## config.mk

```make
export PLATFORM = sky130hd
export DESIGN_NAME = clipped_bresenham_line
export DESIGN_NICKNAME = d
export VERILOG_FILES = /design/src/rtl/cbl_pkg.sv /design/src/rtl/cbl_front.sv /design/src/rtl/cbl_queue.sv /design/src/rtl/cbl_back.sv /design/src/rtl/clipped_bresenham_line.sv
export SDC_FILE = /design/constraint.sdc
export NUM_CORES = 1
export LEC_CHECK = 0
export CORE_ASPECT_RATIO = 1.5
export CORE_MARGIN = 3
export CORE_UTILIZATION = 58
export CTS_CLUSTER_SIZE = 12
export DETAILED_ROUTE_END_ITERATION = 12
export DONT_BUFFER_PORTS = 1
export GPL_ROUTABILITY_DRIVEN = 0
export PLACE_DENSITY = 0.84
export SLEW_MARGIN = 25
export SYNTH_ARGS = -nofsm -noshare
export SYNTH_HDL_FRONTEND = slang
export SYNTH_SLANG_ARGS = --single-unit
```

## constraint.sdc

```tcl
create_clock -name clk_i -period 3 [get_ports clk_i]
set_input_delay 0.3 -clock clk_i [delete_from_list [all_inputs] [get_ports clk_i]]
set_output_delay 0.3 -clock clk_i [all_outputs]
set_load 0.05 [all_outputs]
```

## src/rtl/cbl_pkg.sv

```systemverilog
// shared types and constants for the clipped bresenham line rasterizer
// used by cbl_front, cbl_queue, cbl_back and the top level
`default_nettype none

package cbl_pkg;

  localparam int COORD_W         = 7;
  localparam int DELTA_W         = 6;
  localparam int IDX_W           = 10;
  localparam int ERR_W           = 9;
  localparam int RASTER_SIZE_DEF = 24;
  localparam int QUEUE_DEPTH     = 2;

  localparam logic signed [COORD_W-1:0] COORD_LOW  = -7'sd16;
  localparam logic signed [COORD_W-1:0] COORD_HIGH = 7'sd47;

  typedef logic signed [COORD_W-1:0] coord_t;

  // one classified segment, ready for the walker
  typedef struct packed {
    coord_t              x0;
    coord_t              y0;
    logic [DELTA_W-1:0]  dmaj;
    logic [DELTA_W-1:0]  dmin;
    logic signed [1:0]   sx;
    logic signed [1:0]   sy;
    logic                x_major;
  } seg_t;

endpackage

`default_nettype wire

```

## src/rtl/cbl_front.sv

```systemverilog
// front end: clamps endpoints, finds deltas, step signs and the major axis
// depends on cbl_pkg
`default_nettype none

module cbl_front
  import cbl_pkg::*;
(
  input  coord_t x_start_i,
  input  coord_t y_start_i,
  input  coord_t x_end_i,
  input  coord_t y_end_i,
  output seg_t   seg_o
);

  function automatic coord_t clamp(input coord_t v);
    coord_t r;
    r = v;
    if (v < COORD_LOW) r = COORD_LOW;
    else if (v > COORD_HIGH) r = COORD_HIGH;
    return r;
  endfunction

  coord_t                    xs, ys, xe, ye;
  logic signed [COORD_W:0]   dx, dy;
  logic [COORD_W:0]          adx, ady;
  logic [DELTA_W-1:0]        mdx, mdy;

  always_comb begin
    xs  = clamp(x_start_i);
    ys  = clamp(y_start_i);
    xe  = clamp(x_end_i);
    ye  = clamp(y_end_i);
    dx  = {xe[COORD_W-1], xe} - {xs[COORD_W-1], xs};
    dy  = {ye[COORD_W-1], ye} - {ys[COORD_W-1], ys};
    adx = dx[COORD_W] ? (COORD_W+1)'(-dx) : dx;
    ady = dy[COORD_W] ? (COORD_W+1)'(-dy) : dy;
    // clamped range keeps both deltas within 63
    mdx = adx[DELTA_W-1:0];
    mdy = ady[DELTA_W-1:0];

    seg_o.x0      = xs;
    seg_o.y0      = ys;
    seg_o.sx      = dx[COORD_W] ? -2'sd1 : ((dx != '0) ? 2'sd1 : 2'sd0);
    seg_o.sy      = dy[COORD_W] ? -2'sd1 : ((dy != '0) ? 2'sd1 : 2'sd0);
    seg_o.x_major = (mdx >= mdy);
    seg_o.dmaj    = seg_o.x_major ? mdx : mdy;
    seg_o.dmin    = seg_o.x_major ? mdy : mdx;
  end

endmodule

`default_nettype wire

```

## src/rtl/cbl_queue.sv

```systemverilog
// short fifo of classified segments between front end and walker
// depends on cbl_pkg
`default_nettype none

module cbl_queue
  import cbl_pkg::*;
(
  input  logic clk_i,
  input  logic rst_ni,
  input  logic push_i,
  input  seg_t push_seg_i,
  output logic full_o,
  input  logic pop_i,
  output logic valid_o,
  output seg_t pop_seg_o
);

  localparam int PTR_W = (QUEUE_DEPTH > 1) ? $clog2(QUEUE_DEPTH) : 1;

  seg_t               mem_q [QUEUE_DEPTH];
  logic [PTR_W-1:0]   wr_ptr_q, wr_ptr_d, rd_ptr_q, rd_ptr_d;
  logic [PTR_W:0]     cnt_q, cnt_d;

  function automatic logic [PTR_W-1:0] bump(input logic [PTR_W-1:0] p);
    logic [PTR_W-1:0] r;
    r = (p == PTR_W'(QUEUE_DEPTH - 1)) ? '0 : p + PTR_W'(1);
    return r;
  endfunction

  assign full_o    = (cnt_q == (PTR_W+1)'(QUEUE_DEPTH));
  assign valid_o   = (cnt_q != '0);
  assign pop_seg_o = mem_q[rd_ptr_q];

  always_comb begin
    wr_ptr_d = push_i ? bump(wr_ptr_q) : wr_ptr_q;
    rd_ptr_d = pop_i ? bump(rd_ptr_q) : rd_ptr_q;
    cnt_d    = cnt_q + (PTR_W+1)'(push_i) - (PTR_W+1)'(pop_i);
  end

  always_ff @(posedge clk_i or negedge rst_ni) begin
    if (!rst_ni) begin
      wr_ptr_q <= '0;
      rd_ptr_q <= '0;
      cnt_q    <= '0;
    end else begin
      wr_ptr_q <= wr_ptr_d;
      rd_ptr_q <= rd_ptr_d;
      cnt_q    <= cnt_d;
    end
  end

  always_ff @(posedge clk_i) begin
    if (push_i) begin
      mem_q[wr_ptr_q] <= push_seg_i;
    end
  end

endmodule

`default_nettype wire

```

## src/rtl/cbl_back.sv

```systemverilog
// back end: bresenham walker, one pixel per cycle into an output register while the output is not stalled
// depends on cbl_pkg
`default_nettype none

module cbl_back
  import cbl_pkg::*;
#(
  parameter int RASTER_SIZE = RASTER_SIZE_DEF
) (
  input  logic             clk_i,
  input  logic             rst_ni,
  input  logic             seg_valid_i,
  input  seg_t             seg_i,
  output logic             seg_pop_o,
  output logic             out_valid_o,
  input  logic             out_ready_i,
  output coord_t           pixel_x_o,
  output coord_t           pixel_y_o,
  output logic             inside_res_o,
  output logic [IDX_W-1:0] mask_index_o,
  output logic             last_pixel_o
);

  localparam logic signed [COORD_W-1:0] SIZE_C = COORD_W'(RASTER_SIZE);

  logic                     busy_q, busy_d;
  logic                     out_valid_q, out_valid_d;
  coord_t                   x_q, x_d, y_q, y_d;
  logic signed [ERR_W-1:0]  err_q, err_d;
  logic [DELTA_W-1:0]       cnt_q, cnt_d, dmaj_q, dmaj_d, dmin_q, dmin_d;
  logic signed [1:0]        sx_q, sx_d, sy_q, sy_d;
  logic                     xmaj_q, xmaj_d;

  coord_t                   px_q, py_q;
  logic                     inside_q, last_q;
  logic [IDX_W-1:0]         idx_q;

  logic                     emit, load, in_mask, minor_step;
  coord_t                   stx, sty;
  logic [IDX_W-1:0]         idx;
  logic signed [ERR_W:0]    err_next;

  assign emit = busy_q && (!out_valid_q || out_ready_i);
  assign load = !busy_q && seg_valid_i;
  assign seg_pop_o = load;

  always_comb begin
    in_mask = (x_q >= 0) && (x_q < SIZE_C) && (y_q >= 0) && (y_q < SIZE_C);
    idx     = IDX_W'({y_q[COORD_W-2:0]} * IDX_W'(RASTER_SIZE))
              + IDX_W'(x_q[COORD_W-2:0]);
    if (!in_mask) idx = '0;

    stx        = {{(COORD_W-2){sx_q[1]}}, sx_q};
    sty        = {{(COORD_W-2){sy_q[1]}}, sy_q};
    minor_step = (err_q > 0);
    err_next   = {err_q[ERR_W-1], err_q} + (ERR_W+1)'({dmin_q, 1'b0})
                 - (minor_step ? (ERR_W+1)'({dmaj_q, 1'b0}) : '0);

    busy_d      = busy_q;
    out_valid_d = out_valid_q;
    x_d    = x_q;    y_d    = y_q;    err_d  = err_q;   cnt_d = cnt_q;
    dmaj_d = dmaj_q; dmin_d = dmin_q; sx_d   = sx_q;    sy_d  = sy_q;
    xmaj_d = xmaj_q;

    if (out_ready_i) out_valid_d = 1'b0;

    if (load) begin
      busy_d = 1'b1;
      x_d    = seg_i.x0;
      y_d    = seg_i.y0;
      cnt_d  = seg_i.dmaj;
      dmaj_d = seg_i.dmaj;
      dmin_d = seg_i.dmin;
      sx_d   = seg_i.sx;
      sy_d   = seg_i.sy;
      xmaj_d = seg_i.x_major;
      // initial decision term 2*minor - major
      err_d  = $signed({2'b00, seg_i.dmin, 1'b0}) - $signed({3'b000, seg_i.dmaj});
    end else if (emit) begin
      out_valid_d = 1'b1;
      err_d       = err_next[ERR_W-1:0];
      cnt_d       = cnt_q - DELTA_W'(1);
      if (cnt_q == '0) busy_d = 1'b0;
      if (xmaj_q) begin
        x_d = x_q + stx;
        if (minor_step) y_d = y_q + sty;
      end else begin
        y_d = y_q + sty;
        if (minor_step) x_d = x_q + stx;
      end
    end
  end

  always_ff @(posedge clk_i or negedge rst_ni) begin
    if (!rst_ni) begin
      busy_q      <= 1'b0;
      out_valid_q <= 1'b0;
    end else begin
      busy_q      <= busy_d;
      out_valid_q <= out_valid_d;
    end
  end

  always_ff @(posedge clk_i) begin
    x_q    <= x_d;    y_q    <= y_d;    err_q <= err_d;  cnt_q <= cnt_d;
    dmaj_q <= dmaj_d; dmin_q <= dmin_d; sx_q  <= sx_d;   sy_q  <= sy_d;
    xmaj_q <= xmaj_d;
    if (emit) begin
      px_q     <= x_q;
      py_q     <= y_q;
      inside_q <= in_mask;
      idx_q    <= idx;
      last_q   <= (cnt_q == '0);
    end
  end

  assign out_valid_o  = out_valid_q;
  assign pixel_x_o    = px_q;
  assign pixel_y_o    = py_q;
  assign inside_res_o = inside_q;
  assign mask_index_o = idx_q;
  assign last_pixel_o = last_q;

endmodule

`default_nettype wire

```

## src/rtl/clipped_bresenham_line.sv

```systemverilog
// top level of the clipped bresenham line rasterizer
// depends on cbl_pkg, cbl_front, cbl_queue, cbl_back
//
//   channel  beat                               handshake
//   in       x_start, y_start, x_end, y_end     in_valid_i / in_ready_o
//   out      pixel_x, pixel_y, inside_res,      out_valid_o / out_ready_i
//            mask_index, last_pixel
//
// a segment is loaded into the walker, which then emits one pixel per cycle
// while the output is not stalled, max(|dx|,|dy|) + 1 pixels in all
// segments queue in a two-entry fifo, so the input keeps taking beats
// while the walker works or the output stalls, until the fifo is full
// reset clears the fifo pointers and count, walker busy flag and output valid
`default_nettype none

module clipped_bresenham_line
  import cbl_pkg::*;
#(
  parameter int RASTER_SIZE = RASTER_SIZE_DEF
) (
  input  logic             clk_i,
  input  logic             rst_ni,
  input  logic             in_valid_i,
  output logic             in_ready_o,
  input  coord_t           x_start_i,
  input  coord_t           y_start_i,
  input  coord_t           x_end_i,
  input  coord_t           y_end_i,
  output logic             out_valid_o,
  input  logic             out_ready_i,
  output coord_t           pixel_x_o,
  output coord_t           pixel_y_o,
  output logic             inside_res_o,
  output logic [IDX_W-1:0] mask_index_o,
  output logic             last_pixel_o
);

  seg_t front_seg, queue_seg;
  logic q_full, q_valid, q_pop;

  cbl_front u_front (
    .x_start_i (x_start_i),
    .y_start_i (y_start_i),
    .x_end_i   (x_end_i),
    .y_end_i   (y_end_i),
    .seg_o     (front_seg)
  );

  assign in_ready_o = !q_full;

  cbl_queue u_queue (
    .clk_i      (clk_i),
    .rst_ni     (rst_ni),
    .push_i     (in_valid_i && !q_full),
    .push_seg_i (front_seg),
    .full_o     (q_full),
    .pop_i      (q_pop),
    .valid_o    (q_valid),
    .pop_seg_o  (queue_seg)
  );

  cbl_back #(
    .RASTER_SIZE (RASTER_SIZE)
  ) u_back (
    .clk_i        (clk_i),
    .rst_ni       (rst_ni),
    .seg_valid_i  (q_valid),
    .seg_i        (queue_seg),
    .seg_pop_o    (q_pop),
    .out_valid_o  (out_valid_o),
    .out_ready_i  (out_ready_i),
    .pixel_x_o    (pixel_x_o),
    .pixel_y_o    (pixel_y_o),
    .inside_res_o (inside_res_o),
    .mask_index_o (mask_index_o),
    .last_pixel_o (last_pixel_o)
  );

endmodule

`default_nettype wire
```

Word-level counts from Yosys, hierarchy flattened --
Memories as Yosys holds them, arrays and structs flattened. Index checks and enable logic that the tools add are counted.
Operators by class: multiply operators 1, reduce and logical (&&, ||, !) cells 20, magnitude comparators 14, $add $sub $neg 15, multiplexer cells 39, equal/unequal tests 2
Operators by type and width (count):
- 7-bit 2-to-1 mux | 17
- 6-bit 2-to-1 mux | 6
- 7-bit greater-than comparator, second input constant | 4
- 7-bit by 5-bit less-than comparator with 1-bit output, second input constant | 4
- 9-bit 2-to-1 mux | 2
- 8-bit nonzero test | 2
- 7-bit by 7-bit subtractor with 8-bit output | 2
- 7-bit by 2-bit adder with 7-bit output | 2
- 7-bit by 1-bit greater-or-equal comparator with 1-bit output, second input constant | 2
- 7-bit by 6-bit less-than comparator with 1-bit output, second input constant | 2
- 1-bit 2-to-1 mux | 12
- 6-bit negation | 2
- 10-bit adder | 1
- 9-bit by 8-bit adder with 9-bit output | 1
- 9-bit by 1-bit greater-than comparator with 1-bit output, second input constant | 1
- 9-bit subtractor | 1
- 7-bit by 6-bit subtractor with 8-bit output | 1
- 6-bit by 2-bit multiplier with 7-bit output, second input constant | 1
- 6-bit greater-or-equal comparator | 1
- 1-bit logical AND | 6
- 6-bit zero test | 1
- 2-bit AND reduction | 3
- 2-bit nonzero test | 3
- 6-bit by 1-bit subtractor with 6-bit output, second input constant | 1
- 9 further kinds | 13
Storage, ports and cells: bits in writable memories 62, register bits after elaboration 78, input port bits 32, word-level logic and storage cells 111, output and inout bits 28, memories 1
Memory list:
- u_queue.mem_q | depth 2, bits a word 31, rd ports 1, clocked after memory_dff 0, wr ports 1, line cbl_queue.sv:20 | seg_t mem_q [QUEUE_DEPTH];

Logic depth before layout (Yosys ltp) --
Gate-level depths: netlist of the first run.
depth after elaboration 8, gate-level depth with buffers 21, mapped depth without buffers 20

Modules after synthesis --
Synthesis of the first run repeated with hierarchy kept, for this count alone.
Unflattened totals: cell total of the unflattened synthesis 718, area total of the unflattened synthesis 8403.1 sq um
By module, submodules not included:
- cbl_back | instances 1, sequential area each 2212.1 sq um, cells each 390, area each 4390.5 sq um
- cbl_queue | instances 1, sequential area each 1961.9 sq um, cells each 112, area each 2590.0 sq um
- cbl_front | instances 1, sequential area each 0.0 sq um, cells each 214, area each 1412.6 sq um
- clipped_bresenham_line | instances 1, sequential area each 0.0 sq um, cells each 2, area each 10.0 sq um

Worst setup path before layout of the first run --
Ideal clock, no wire load.
kind input-to-reg, start point in y_start_i[4], end point mem u_queue.mem_q[0][10] in the netlist's numbering, data pin, path buffers 2, data required time 2715 ps, setup slack -1473 ps, stages on the path 16, setup time 285 ps, data arrival time 4188 ps, path through and2_1 clkbuf_1 maj3_1 ha_1 fa_1 nand2b_1 a21oi_1 xor2_1 or3b_4 and3_1 or4_4 ha_1 a21oi_1 and2_1 clkbuf_1 o32ai_1
RTL lines:
- start, declared | line clipped_bresenham_line.sv:26 | input coord_t y_start_i,
- end, declared | line cbl_queue.sv:20

==> results.tsv, run 1 <==
stage	metric	value	unit
synthesis	synth_seq_area_share	51.09	%
synthesis	synthDistinctLibCells	54	
floorplan	die_w	102.9	um
layout	fin_nets	937	
clocking	clock_sink_count	140	
drt	wire_per_inst	19.22	um
global_route	grt.total_usage	25.21	%
sta	fin_worst_hold_slack	0.1210	ns
pwr	powerDensity	1319	nW/um^2
critical_path	cp-end-kind	flip-flop	
drt	dr_total_vias	5995	
floorplan	die_h	151.4	um
min_path	holdCritStartpoint	out_ready_i	
layout	stdcell_area	10160	um^2
layout	area_growth_syn_to_layout	24.36	%
synthesis	postSynth.topFlopCell	sky130_fd_sc_hd__edfxtp_1	
sta	rsz0062_at_grt	true	
clocking	clock_tree.root_cell	sky130_fd_sc_hd__clkbuf_16	
synthesis	synth_enable_flop_cells	134	
global_route	antenna_found_initial	0	
pwr	ir_drop	631.5	uV
critical_path	worstPathCellList	and2_1 > buf_4 > nor2_2 > nor2_1 > a21oi_2 > buf_4 > ha_1 > or2_2 > o221a_2 > o221ai_4 > a31oi_4 > nor2_1 > xor2_1 > buf_4 > inv_1 > ha_1 > nand2_1 > o21ai_2 > nand3_2 > and2_4 > inv_6 > o311ai_4 > o32ai_2	
flow_run	max_cap_violations	0	
synthesis	synthDominantAreaCellType	sky130_fd_sc_hd__edfxtp_1	
sta	max_slew.worst_pin.slew	0.8783	ns
synthesis	yosys.area.top_type_share	49.25	%
floorplan	die-area	15580	um^2
clocking	clkLatencyLatePin	0.42	ns
global_route	grt_start_max_net_pins	32	
pwr	leakage	4.307	nW
clocking	clkSlewWorstSetupHoldPaths	0.05	ns
drt	viasPerCell	5.965	
sta	fin_ws	-0.6422	ns
critical_path	timing.rr.start	u_back.err_q[1]	
layout	fraction_of_layout_cells_with_a_size_suffix_above_1	29.54	%
floorplan	fp.coreArea	13660	um^2
floorplan	initial_utilization	59.80	%
critical_path	timing.critical_path.slowest_stage_cell	sky130_fd_sc_hd__or2_2	
sta	timing.max_slew.rel_slack	41.38	%
synthesis	synth_warnings	0	
critical_path	worst_setup_path_start_kind	input pin	
placement	port-buffer-count	0	
global_route	globalRouteOverflowTotal	0	
drt	drt_pass1_iterations	5	
synthesis	synth-async-reset-ratio	4.286	%
sta	timing.final.crit_share	121.4	%
synthesis	synthCells	724	
drt	routed_wirelength	19320	um
critical_path	critical_path.max_fanout	6	
global_route	grt_pass1_wl	30090	um
critical_path	crit_type	in -> reg	
min_path	hold_class	in -> reg	
sta	final.min_clock_period	3.642	ns
placement	post-dp-hpwl	12550	um
drt	drc	0	
outcome	failed_checks	negative setup slack	
drt	initialDrtViolationCount	341	
sta	fin_skew	0.006787	ns
critical_path	cp_data_required_time	3.22	ns
synthesis	netlist_top_cells_area	sky130_fd_sc_hd__edfxtp_1 49%, sky130_fd_sc_hd__ha_1 9.2%, sky130_fd_sc_hd__xnor2_1 4.2%, sky130_fd_sc_hd__inv_1 3.9%, sky130_fd_sc_hd__a21oi_1 3.6%	
critical_path	largest_stage_delay_on_the_critical_path	0.31	ns
synthesis	syn-num-nets	830	
critical_path	critPathBufInv	5	
layout	antenna_cells	0	
floorplan	rows	52	
critical_path	crit_start	x_start_i[4]	
sta	timing.final.hold_violations	0	
sta	drv_slew	0	
pwr	power.total	13.40	mW
critical_path	most_frequent_cell_on_the_critical_path	sky130_fd_sc_hd__buf_4	
sta	timing.final.setup_violations	30	
synthesis	synth-seq-cells	140	
critical_path	arrival	3.87	ns
clocking	cts_buf_count	17	
synthesis	syn-mean-instance-area	11.28	um^2
global_route	first_global_vias	6237	
clocking	tritoncts	yes	
placement	place_area	9057	um^2
sta	max_clock_freq	0.2746	GHz
floorplan	floorplan.io_pins	60	
synthesis	area_of_the_mapped_netlist	8170	um^2
clocking	cts_max_level	4	
outcome	outcome	finished, violations left	
clocking	cts-root-to-sink-buffers	2	
critical_path	cp_top_family	compound AO/OA/AOI/OAI gates	
drt	antenna_left	0	
state kept, by name (all words and copies together) (netlist names), 2 cells and up:
name                 cells
u_back.err_q             9
u_back.sy_q              2
u_back.dmaj_q            6
u_back.pixel_y_o         7
u_back.y_q               7
u_back.x_q               7
u_back.sx_q              2
u_back.cnt_q             6
u_back.mask_index_o     10
u_queue.cnt_q            2
u_queue.mem_q           62
u_back.pixel_x_o         7
u_back.dmin_q            6
cell usage after synthesis (4+ instances only):
cell	count
sky130_fd_sc_hd__a211oi_1	4
sky130_fd_sc_hd__a21o_1	18
sky130_fd_sc_hd__a21oi_1	59
sky130_fd_sc_hd__and2_1	11
sky130_fd_sc_hd__and3_1	6
sky130_fd_sc_hd__clkbuf_1	18
sky130_fd_sc_hd__dfrtp_1	6
sky130_fd_sc_hd__edfxtp_1	134
sky130_fd_sc_hd__fa_1	14
sky130_fd_sc_hd__ha_1	60
sky130_fd_sc_hd__inv_1	84
sky130_fd_sc_hd__mux2_2	14
sky130_fd_sc_hd__mux2i_1	21
sky130_fd_sc_hd__nand2_1	27
sky130_fd_sc_hd__nand2b_1	10
sky130_fd_sc_hd__nand3_1	7
sky130_fd_sc_hd__nor2_1	72
sky130_fd_sc_hd__nor2b_1	10
sky130_fd_sc_hd__nor3_1	7
sky130_fd_sc_hd__o21ai_0	29
sky130_fd_sc_hd__o21bai_1	8
sky130_fd_sc_hd__or2_2	7
sky130_fd_sc_hd__xnor2_1	39
sky130_fd_sc_hd__xor2_1	15
what timing repair did:
item,CTS,global route
gates cloned,0,0
pin swaps,34,20
setup endpoints to repair,31,31
setup buffers,9,5
gates resized for setup,52,43
hold buffers,3,0
hold endpoints to repair,10,0
cells by family (layout without fill, tap and decap cells):
| kind of cell | Yosys count | after routing | share of synthesized area [%] |
|---|---|---|---|
| AOI/OAI and AO/OA | 139 | 139 | 10.28 |
| xor gates and xnor gates | 56 | 56 | 6.187 |
| adders and majority gates | 76 | 76 | 12.86 |
| buffers and inverters | 107 | 226 | 4.931 |
| DFF | 140 | 140 | 51.09 |
| muxes | 35 | 35 | 4.502 |
| and+or+nand+nor | 171 | 171 | 10.15 |
final timing paths:
| path | slack (ns) | cells after the start | end |
|---|---|---|---|
| worst min-delay path | 0.12 | 2 | u_back.out_valid_o |
| min in group asynchronous | 0.20 | 1 | u_queue.rd_ptr_q |
| worst min register to register | 0.49 | 0 | u_back.pixel_x_o[1] |
| max in group asynchronous | 2.56 | 1 | u_queue.wr_ptr_q |
| worst max-delay path | -0.64 | 23 | u_queue.mem_q[1][16] |
| worst max register to register | -0.17 | 13 | u_back.err_q[7] |
where the power goes:
| group | switching (mW) | total (mW) | internal [mW] | leakage (nW) |
|---|---|---|---|---|
| sequential | 0.787 | 4.10 | 3.31 | 1.33 |
| combinational | 3.99 | 7.42 | 3.43 | 2.72 |
| clock | 0.759 | 1.88 | 1.12 | 0.260 |
worst register-to-register path, cell delays in order, from the launching register on:
cell and delay (ns):
sky130_fd_sc_hd__edfxtp_1 0.43, sky130_fd_sc_hd__nor4_4 0.36, sky130_fd_sc_hd__a21oi_2 0.15, sky130_fd_sc_hd__and2_4 0.16, sky130_fd_sc_hd__fa_1 0.53, sky130_fd_sc_hd__inv_2 0.07
sky130_fd_sc_hd__fa_2 0.37, sky130_fd_sc_hd__a21oi_2 0.13, sky130_fd_sc_hd__nor2_1 0.05, sky130_fd_sc_hd__nor2_1 0.14, sky130_fd_sc_hd__o21bai_1 0.10, sky130_fd_sc_hd__a21oi_2 0.16
sky130_fd_sc_hd__xor2_1 0.16, sky130_fd_sc_hd__o21ai_1 0.08
metrics by stage:
stage	setup TNS [ns]	std cells	setup slack [ns]	utilization, %
final	-14.91	1005	-0.6422	74.37
after floorplan	-27.51	724	-1.156	-
after global placement	-26.61	957	-1.043	66.29
after detailed placement	-31.85	957	-1.316	66.29
after global routing	-20.03	1005	-0.8613	74.37
after CTS	-12.87	1000	-0.5179	72.55
layout by cell type (no fill, tap or decap), types with 11 or more instances in the layout:
cell type and instances:
sky130_fd_sc_hd__xnor2_1 34, sky130_fd_sc_hd__a21oi_2 15, sky130_fd_sc_hd__edfxtp_1 134, sky130_fd_sc_hd__xor2_1 13, sky130_fd_sc_hd__nand2_1 27, sky130_fd_sc_hd__ha_1 54, sky130_fd_sc_hd__mux2i_1 17, sky130_fd_sc_hd__nor2_1 66
sky130_fd_sc_hd__mux2_2 14, sky130_fd_sc_hd__clkbuf_16 17, sky130_fd_sc_hd__o21ai_0 21, sky130_fd_sc_hd__buf_4 103, sky130_fd_sc_hd__a21o_1 18, sky130_fd_sc_hd__a21oi_1 42, sky130_fd_sc_hd__inv_1 79, sky130_fd_sc_hd__fa_1 11
layer usage:
layer / global-route usage, % / part of all wire, % / vias up
met3: 5.023 / 4.6 / 74
li1: - / - / 2755
met4: 11.86 / 4.3 / 0
met5: 0 / 0 / -
met2: 45.85 / 55 / 245
met1: 27.47 / 36 / 2921
cell type report:
class                      count  area [um^2]
sequential                   140         4174
multi-input combinational    477         4070
fill                         750         3502
timing repair buffer         110        857.1
clock buffer                  18        429.2
inverter                      85        324.1
tap                          162        202.7
clock inverter                13        103.9
Power figures use the tool's default switching activity.
==> run 2, diff against run 1 <==
- CORE_ASPECT_RATIO: 1.5 -> 0.75
==> run 2 against run 1 <==
Net effect: the run still ends with negative setup slack left; critical endpoint is now u_queue.mem_q[1][10]; clock skew rose by 0.0028 ns; flip-flop and latch count is the same; final cell count is 1.3% higher; fmax is 0.68% lower; combinational power hardly changed; critical path depth shrank 7; worst hold slack got worse by 0.0030 ns; die area about the same.
==> results.tsv, run 2 (synthesis gave the netlist of run 1 again) <==
stage	metric	value	unit
outcome	outcome	finished, violations left	
outcome	failed_checks	negative setup slack	
placement	pre_cts_slack	-1.339	ns
layout	final-instance-count-excl-fill	1018	
sta	setup-tns-final	-16.21	ns
placement	dp_cells	962	
sta	final.min_clock_period	3.667	ns
floorplan	floorplan.io_pins	60	
critical_path	arrival	3.96	ns
clocking	cts_buf_count	17	
min_path	holdCritStartpoint	in_valid_i	
critical_path	crit-reg2reg-capture	u_back.err_q[7]	
floorplan	fp.coreArea	13380	um^2
critical_path	crit_type	in -> reg	
layout	fin_nets	940	
drt	drc	0	
critical_path	worstPathCellList	and2_4 > maj3_2 > ha_4 > fa_2 > nand2b_4 > a21oi_4 > xor2_1 > or3b_4 > and3_4 > or4_4 > ha_4 > a21oi_2 > and2_4 > o311ai_4 > o32ai_1 > buf_4	
global_route	grt_pass1_wl	30480	um
sta	timing.final.crit_share	122.2	%
global_route	antenna_found_initial	0	
pwr	leakage	4.329	nW
global_route	first_global_vias	6124	
placement	port-buffer-count	0	
clocking	clock_sink_count	140	
layout	antenna_cells	0	
layout	largest_register_ffs	62	
layout	commonest_non_fill_non_tap_cell_in_the_layout	sky130_fd_sc_hd__edfxtp_1	
clocking	clkLatencyLatePin	0.42	ns
drt	antenna_left	0	
critical_path	cp_data_required_time	3.29	ns
critical_path	critical_path.max_fanout	6	
clocking	clock_tree.root_cell	sky130_fd_sc_hd__clkbuf_16	
drt	wire_per_inst	19.48	um
critical_path	cp-end-kind	flip-flop	
layout	stdcell_area	10220	um^2
placement	post-dp-hpwl	12340	um
global_route	grt_start_max_net_pins	40	
drt	drt_pass1_iterations	5	
sta	timing.max_slew.rel_slack	53.28	%
pwr	ir_drop	641.1	uV
floorplan	rows	36	
clocking	cts_max_level	4	
sta	max_slew.worst_pin.slew	0.6992	ns
min_path	hold_class	in -> reg	
pwr	powerDensity	1335	nW/um^2
drt	initialDrtViolationCount	617	
global_route	globalRouteOverflowTotal	0	
critical_path	crit_start	y_start_i[5]	
critical_path	setup.reg_to_reg.worst_slack	-0.15	ns
critical_path	r2r.worst_path.cells	13	
layout	n_fill_cell	711	
sta	rsz0062_at_grt	true	
sta	fin_ws	-0.6670	ns
clocking	tritoncts	yes	
critical_path	timing.critical_path.slowest_stage_cell	sky130_fd_sc_hd__or4_4	
placement	place_area	9039	um^2
layout	mostFrequentLayoutCells	134 x sky130_fd_sc_hd__edfxtp_1, 105 x sky130_fd_sc_hd__buf_4, 79 x sky130_fd_sc_hd__inv_1	
floorplan	die-area	15560	um^2
layout	top_register	u_queue.mem_q	
critical_path	timing.rr.start	u_back.err_q[1]	
layout	fraction_of_layout_cells_with_a_size_suffix_above_1	29.40	%
sta	max_clock_freq	0.2727	GHz
drt	dr_total_vias	6014	
floorplan	die_h	108.8	um
min_path	min_to	u_queue.wr_ptr_q	
floorplan	die_w	143.1	um
clocking	clkSlewWorstSetupHoldPaths	0.06	ns
sta	fin_skew	0.009594	ns
sta	drv_slew	0	
global_route	grt.total_usage	25.09	%
critical_path	worst_setup_path_start_kind	input pin	
layout	area_growth_syn_to_layout	25.07	%
drt	viasPerCell	5.908	
sta	timing.final.setup_violations	29	
flow_run	max_cap_violations	0	
clocking	cts-root-to-sink-buffers	2	
floorplan	initial_utilization	61.07	%
critical_path	largest_stage_delay_on_the_critical_path	0.54	ns
min_path	whs_path_depth	2	
drt	routed_wirelength	19830	um
sta	timing.final.hold_violations	0	
## run 2: cell types whose count changed in the layout (fill, tap and decap cells not counted), moves of 3 or more
cell                       change
sky130_fd_sc_hd__nor2_2        -4
sky130_fd_sc_hd__o21ai_1       +3
sky130_fd_sc_hd__inv_6         +6
sky130_fd_sc_hd__mux2i_4       +3
sky130_fd_sc_hd__clkinv_2      -5
sky130_fd_sc_hd__nor2_1        +3
## run 2: metal layers
layer	vias up	track usage, %	wire (um)
met5	-	0	0
met4	0	9.634	595
met3	52	4.691	1328
met2	298	42.39	9903
met1	2905	32.45	8003
li1	2759	-	-
## run 2: through the flow
stage / util [%] / power, mW / hold slack, ns
final: 76.38 / 13.64 / 0.1181
after global routing: 76.38 / 14.55 / 0.1322
after CTS: 74.40 / 12.98 / 0.1101
after detailed placement: 67.56 / 10.21 / 0.004598
after global placement: 67.56 / 9.785 / 0.004588
after floorplan: - / 8.440 / 0.004409
## run 2: worst max-delay path: cells and delay by family
kind / cells / cell delay (ns)
AND/OR/NAND/NOR: 6 / 1.64
adder cells (fa/ha/maj): 4 / 1.13
AO/OA/AOI/OAI: 4 / 0.61
buffers and inverters: 1 / 0.17
XOR/XNOR: 1 / 0.10
## run 2: how the worst max path moves through the flow
stage          slack (ns)  depth (start not counted)                    to
5_1_grt             -0.73                         20  u_queue.mem_q[1][10]
4_1_cts             -0.59                         16  u_queue.mem_q[1][10]
2_1_floorplan       -1.16                         17  u_queue.mem_q[0][16]
3_3_place_gp        -1.04                         16  u_queue.mem_q[0][16]
6_report            -0.67                         16  u_queue.mem_q[1][10]
3_5_place_dp        -1.34                         19  u_queue.mem_q[0][10]
## run 2: final cells by class
class | instances | area (um^2) | area share [%]
tap | 171 | 214.0 | 2.094
sequential | 140 | 4174 | 40.85
multi-input combinational | 477 | 4036 | 39.50
clock inverter | 14 | 153.9 | 1.506
inverter | 85 | 324.1 | 3.171
clock buffer | 18 | 429.2 | 4.200
timing repair buffer | 113 | 887.1 | 8.681
## run 2: timing repair
action / 4_1_cts / 5_1_grt
pin swaps: 31 / 30
endpoints found under the setup margin: 31 / 31
buffers inserted: 13 / 10
endpoints found under the hold margin: 10 / 0
resized for setup: 47 / 48
hold buffers: 3 / 0
## run 2: where the power goes
part / switching (mW) / internal [mW] / leakage (nW)
logic: 3.94 / 3.51 / 2.72
registers: 0.818 / 3.31 / 1.33
clock network: 0.890 / 1.18 / 0.280
==> run 3, diff against run 2 <==
- SYNTH_HIERARCHICAL: not set -> 1
==> run 3 against run 2 <==
Net effect: the run still ends with negative setup slack left; synthesized area up 2.8%; core utilization down 2.0 points; clock-buffer cell count up 2; critical endpoint is now u_queue/mem_q[1][13]; largest power group unchanged; worst setup slack better by 0.36 ns.
==> results.tsv, run 3 <==
stage	metric	value	unit
critical_path	crit_start	y_start_i[5]	
sta	fin_ws	-0.3120	ns
drt	dr_total_vias	5980	
synthesis	netlist_top_cells_area	sky130_fd_sc_hd__edfxtp_1 48%, sky130_fd_sc_hd__ha_1 8.9%, sky130_fd_sc_hd__mux2_4 5.2%, sky130_fd_sc_hd__inv_1 3.7%, sky130_fd_sc_hd__fa_1 3.3%	
global_route	globalRouteOverflowTotal	0	
floorplan	fp.coreArea	13930	um^2
layout	fraction_of_layout_cells_with_a_size_suffix_above_1	31.71	%
clocking	clkLatencyLatePin	0.42	ns
global_route	grt_start_max_net_pins	36	
clocking	cts-root-to-sink-buffers	2	
critical_path	timing.rr.start	u_back/err_q[7]	
drt	drt_pass1_iterations	5	
pwr	powerDensity	1211	nW/um^2
sta	fin_skew	0.007076	ns
layout	antenna_cells	0	
global_route	antenna_found_initial	0	
placement	pre_cts_slack	-0.6064	ns
clocking	cts_buf_count	17	
synthesis	synthCells	718	
sta	final.min_clock_period	3.312	ns
sta	timing.final.hold_violations	0	
drt	met1Wirelength	8086	um
clocking	cts_max_level	4	
floorplan	die_w	145.0	um
synthesis	synth_commonest_cells	134 x sky130_fd_sc_hd__edfxtp_1, 82 x sky130_fd_sc_hd__inv_1, 64 x sky130_fd_sc_hd__nor2_1	
clocking	tritoncts	yes	
drt	initialDrtViolationCount	471	
outcome	failed_checks	negative setup slack	
synthesis	area_of_the_mapped_netlist	8403	um^2
sta	timing.final.setup_violations	30	
outcome	outcome	finished, violations left	
synthesis	syn-num-nets	824	
layout	stdcell_area	10370	um^2
placement	place_area	9193	um^2
clocking	clock_sink_count	140	
synthesis	yosysMostFrequentCell	sky130_fd_sc_hd__edfxtp_1	
sta	max_clock_freq	0.3019	GHz
synthesis	synthDominantAreaCellType	sky130_fd_sc_hd__edfxtp_1	
drt	met3_wirelength	1382	um
synthesis	synthDistinctLibCells	56	
critical_path	cp_data_required_time	3.16	ns
synthesis	synth-seq-cells	140	
sta	max_slew.worst_pin.slew	0.7575	ns
drt	maxUsedRoutingLayer	met4	
layout	n_fill_cell	834	
drt	drc	0	
placement	post-dp-hpwl	13200	um
critical_path	arrival	3.48	ns
floorplan	rows	37	
sta	timing.final.crit_share	110.4	%
synthesis	yosys.area.top_type_share	47.89	%
drt	antenna_left	0	
floorplan	die-area	15980	um^2
synthesis	syn-mean-instance-area	11.70	um^2
synthesis	synth-async-reset-ratio	4.286	%
layout	fin_nets	918	
layout	top_register	u_queue/mem_q	
global_route	grt_pass1_wl	28160	um
layout	commonest_non_fill_non_tap_cell_in_the_layout	sky130_fd_sc_hd__edfxtp_1	
floorplan	die_h	110.2	um
critical_path	worst_setup_path_start_kind	input pin	
floorplan	initial_utilization	60.30	%
pwr	ir_drop	602.7	uV
synthesis	postSynth.topFlopCell	sky130_fd_sc_hd__edfxtp_1	
drt	wire_per_inst	20.03	um
drt	routed_wirelength	20390	um
min_path	hold_class	in -> reg	
layout	largest_register_ffs	62	
pwr	leakage	4.278	nW
global_route	grt.total_usage	22.52	%
placement	port-buffer-count	0	
synthesis	synth_enable_flop_cells	134	
drt	viasPerCell	5.874	
critical_path	cp-end-kind	flip-flop	
clocking	clkSlewWorstSetupHoldPaths	0.06	ns
min_path	holdCritStartpoint	out_ready_i	
layout	area_growth_syn_to_layout	23.39	%
floorplan	floorplan.io_pins	60	
sta	drv_slew	0	
flow_run	max_cap_violations	0	
sta	timing.max_slew.rel_slack	49.39	%
synthesis	synth_seq_area_share	49.67	%
critical_path	critical_path.max_fanout	8	
layout	mostFrequentLayoutCells	134 x sky130_fd_sc_hd__edfxtp_1, 84 x sky130_fd_sc_hd__buf_4, 74 x sky130_fd_sc_hd__inv_1	
critical_path	crit_type	in -> reg	
drt	met2WireLength	10410	um
global_route	first_global_vias	5823	
synthesis	synth_warnings	6	
clocking	clock_tree.root_cell	sky130_fd_sc_hd__clkbuf_16	
sta	rsz0062_at_grt	true	
run 3: worst paths after layout:
check | endpoint | slack (ns) | depth (start not counted)
max reg2reg | u_back/err_q[6] | -0.09 | 13
max | u_queue/mem_q[1][13] | -0.31 | 14
max in group asynchronous | u_queue/rd_ptr_q | 2.53 | 1
min | u_back/out_valid_o | 0.09 | 2
min reg2reg | u_queue/wr_ptr_q | 0.50 | 1
min in group asynchronous | u_back/out_valid_o | 0.21 | 1
run 3: cells by family after synthesis:
logic type	Yosys count	share of synthesized area, %
AO/OA/AOI/OAI	142	11.00
buffers and inverters	101	5.241
adder cells (fa/ha/maj)	76	12.51
AND/OR/NAND/NOR	171	9.589
flip-flops	140	49.67
XOR/XNOR	46	5.226
multiplexers	42	6.760
run 3: cell type report:
class | count | area, um^2 | area share, %
multi-input cells | 477 | 4365 | 42.10
clock buffers | 20 | 436.7 | 4.211
inverters | 82 | 307.8 | 2.969
well taps | 195 | 244.0 | 2.353
clock inverters | 10 | 77.57 | 0.7482
flip-flops and latches | 140 | 4175 | 40.27
repair buffers | 94 | 762.0 | 7.349
run 3: per-stage QoR:
step / cells / hold slack [ns] / setup TNS [ns] / total power, mW / util, %
2_1_floorplan: 718 / 0.004409 / -11.14 / 7.616 / -
3_3_place_gp: 972 / 0.004564 / -9.820 / 8.672 / 65.97
3_5_place_dp: 972 / 0.004544 / -14.34 / 9.097 / 65.97
4_1_cts: 1009 / 0.07148 / -1.723 / 11.28 / 70.78
5_1_grt: 1018 / 0.08994 / -10.82 / 13.24 / 74.41
6_report: 1018 / 0.08800 / -7.581 / 12.56 / 74.41
run 3: power breakdown:
part	total [mW]	internal (mW)	switching, mW
clock	1.88	1.11	0.765
combinational	7.02	3.39	3.63
sequential	3.66	3.08	0.587
run 3: repair_timing:
item / 4_1_cts / 5_1_grt
buffers inserted: 4 / 8
pin swaps: 15 / 36
endpoints found under the setup margin: 28 / 32
endpoints found under the hold margin: 10 / 0
cloned: 0 / 1
hold buffers: 3 / 0
resized for setup: 23 / 83
run 3: routing by layer:
metal / global-route usage (%) / up-vias
met5: 0 / -
met4: 7.932 / 0
met3: 6.089 / 52
met2: 40.19 / 271
met1: 26.92 / 2933
li1: - / 2724
run 3: critical path, stage by stage:
cell                      delay, ns
sky130_fd_sc_hd__and2_1        0.16
sky130_fd_sc_hd__maj3_1        0.39
sky130_fd_sc_hd__ha_2          0.19
sky130_fd_sc_hd__inv_1         0.09
sky130_fd_sc_hd__fa_2          0.47
sky130_fd_sc_hd__inv_2         0.10
sky130_fd_sc_hd__nand3_2       0.10
sky130_fd_sc_hd__o31ai_4       0.33
sky130_fd_sc_hd__xor2_2        0.33
sky130_fd_sc_hd__ha_4          0.27
sky130_fd_sc_hd__a21oi_1       0.22
sky130_fd_sc_hd__o21ai_2       0.14
sky130_fd_sc_hd__buf_12        0.19
sky130_fd_sc_hd__mux2i_4       0.19
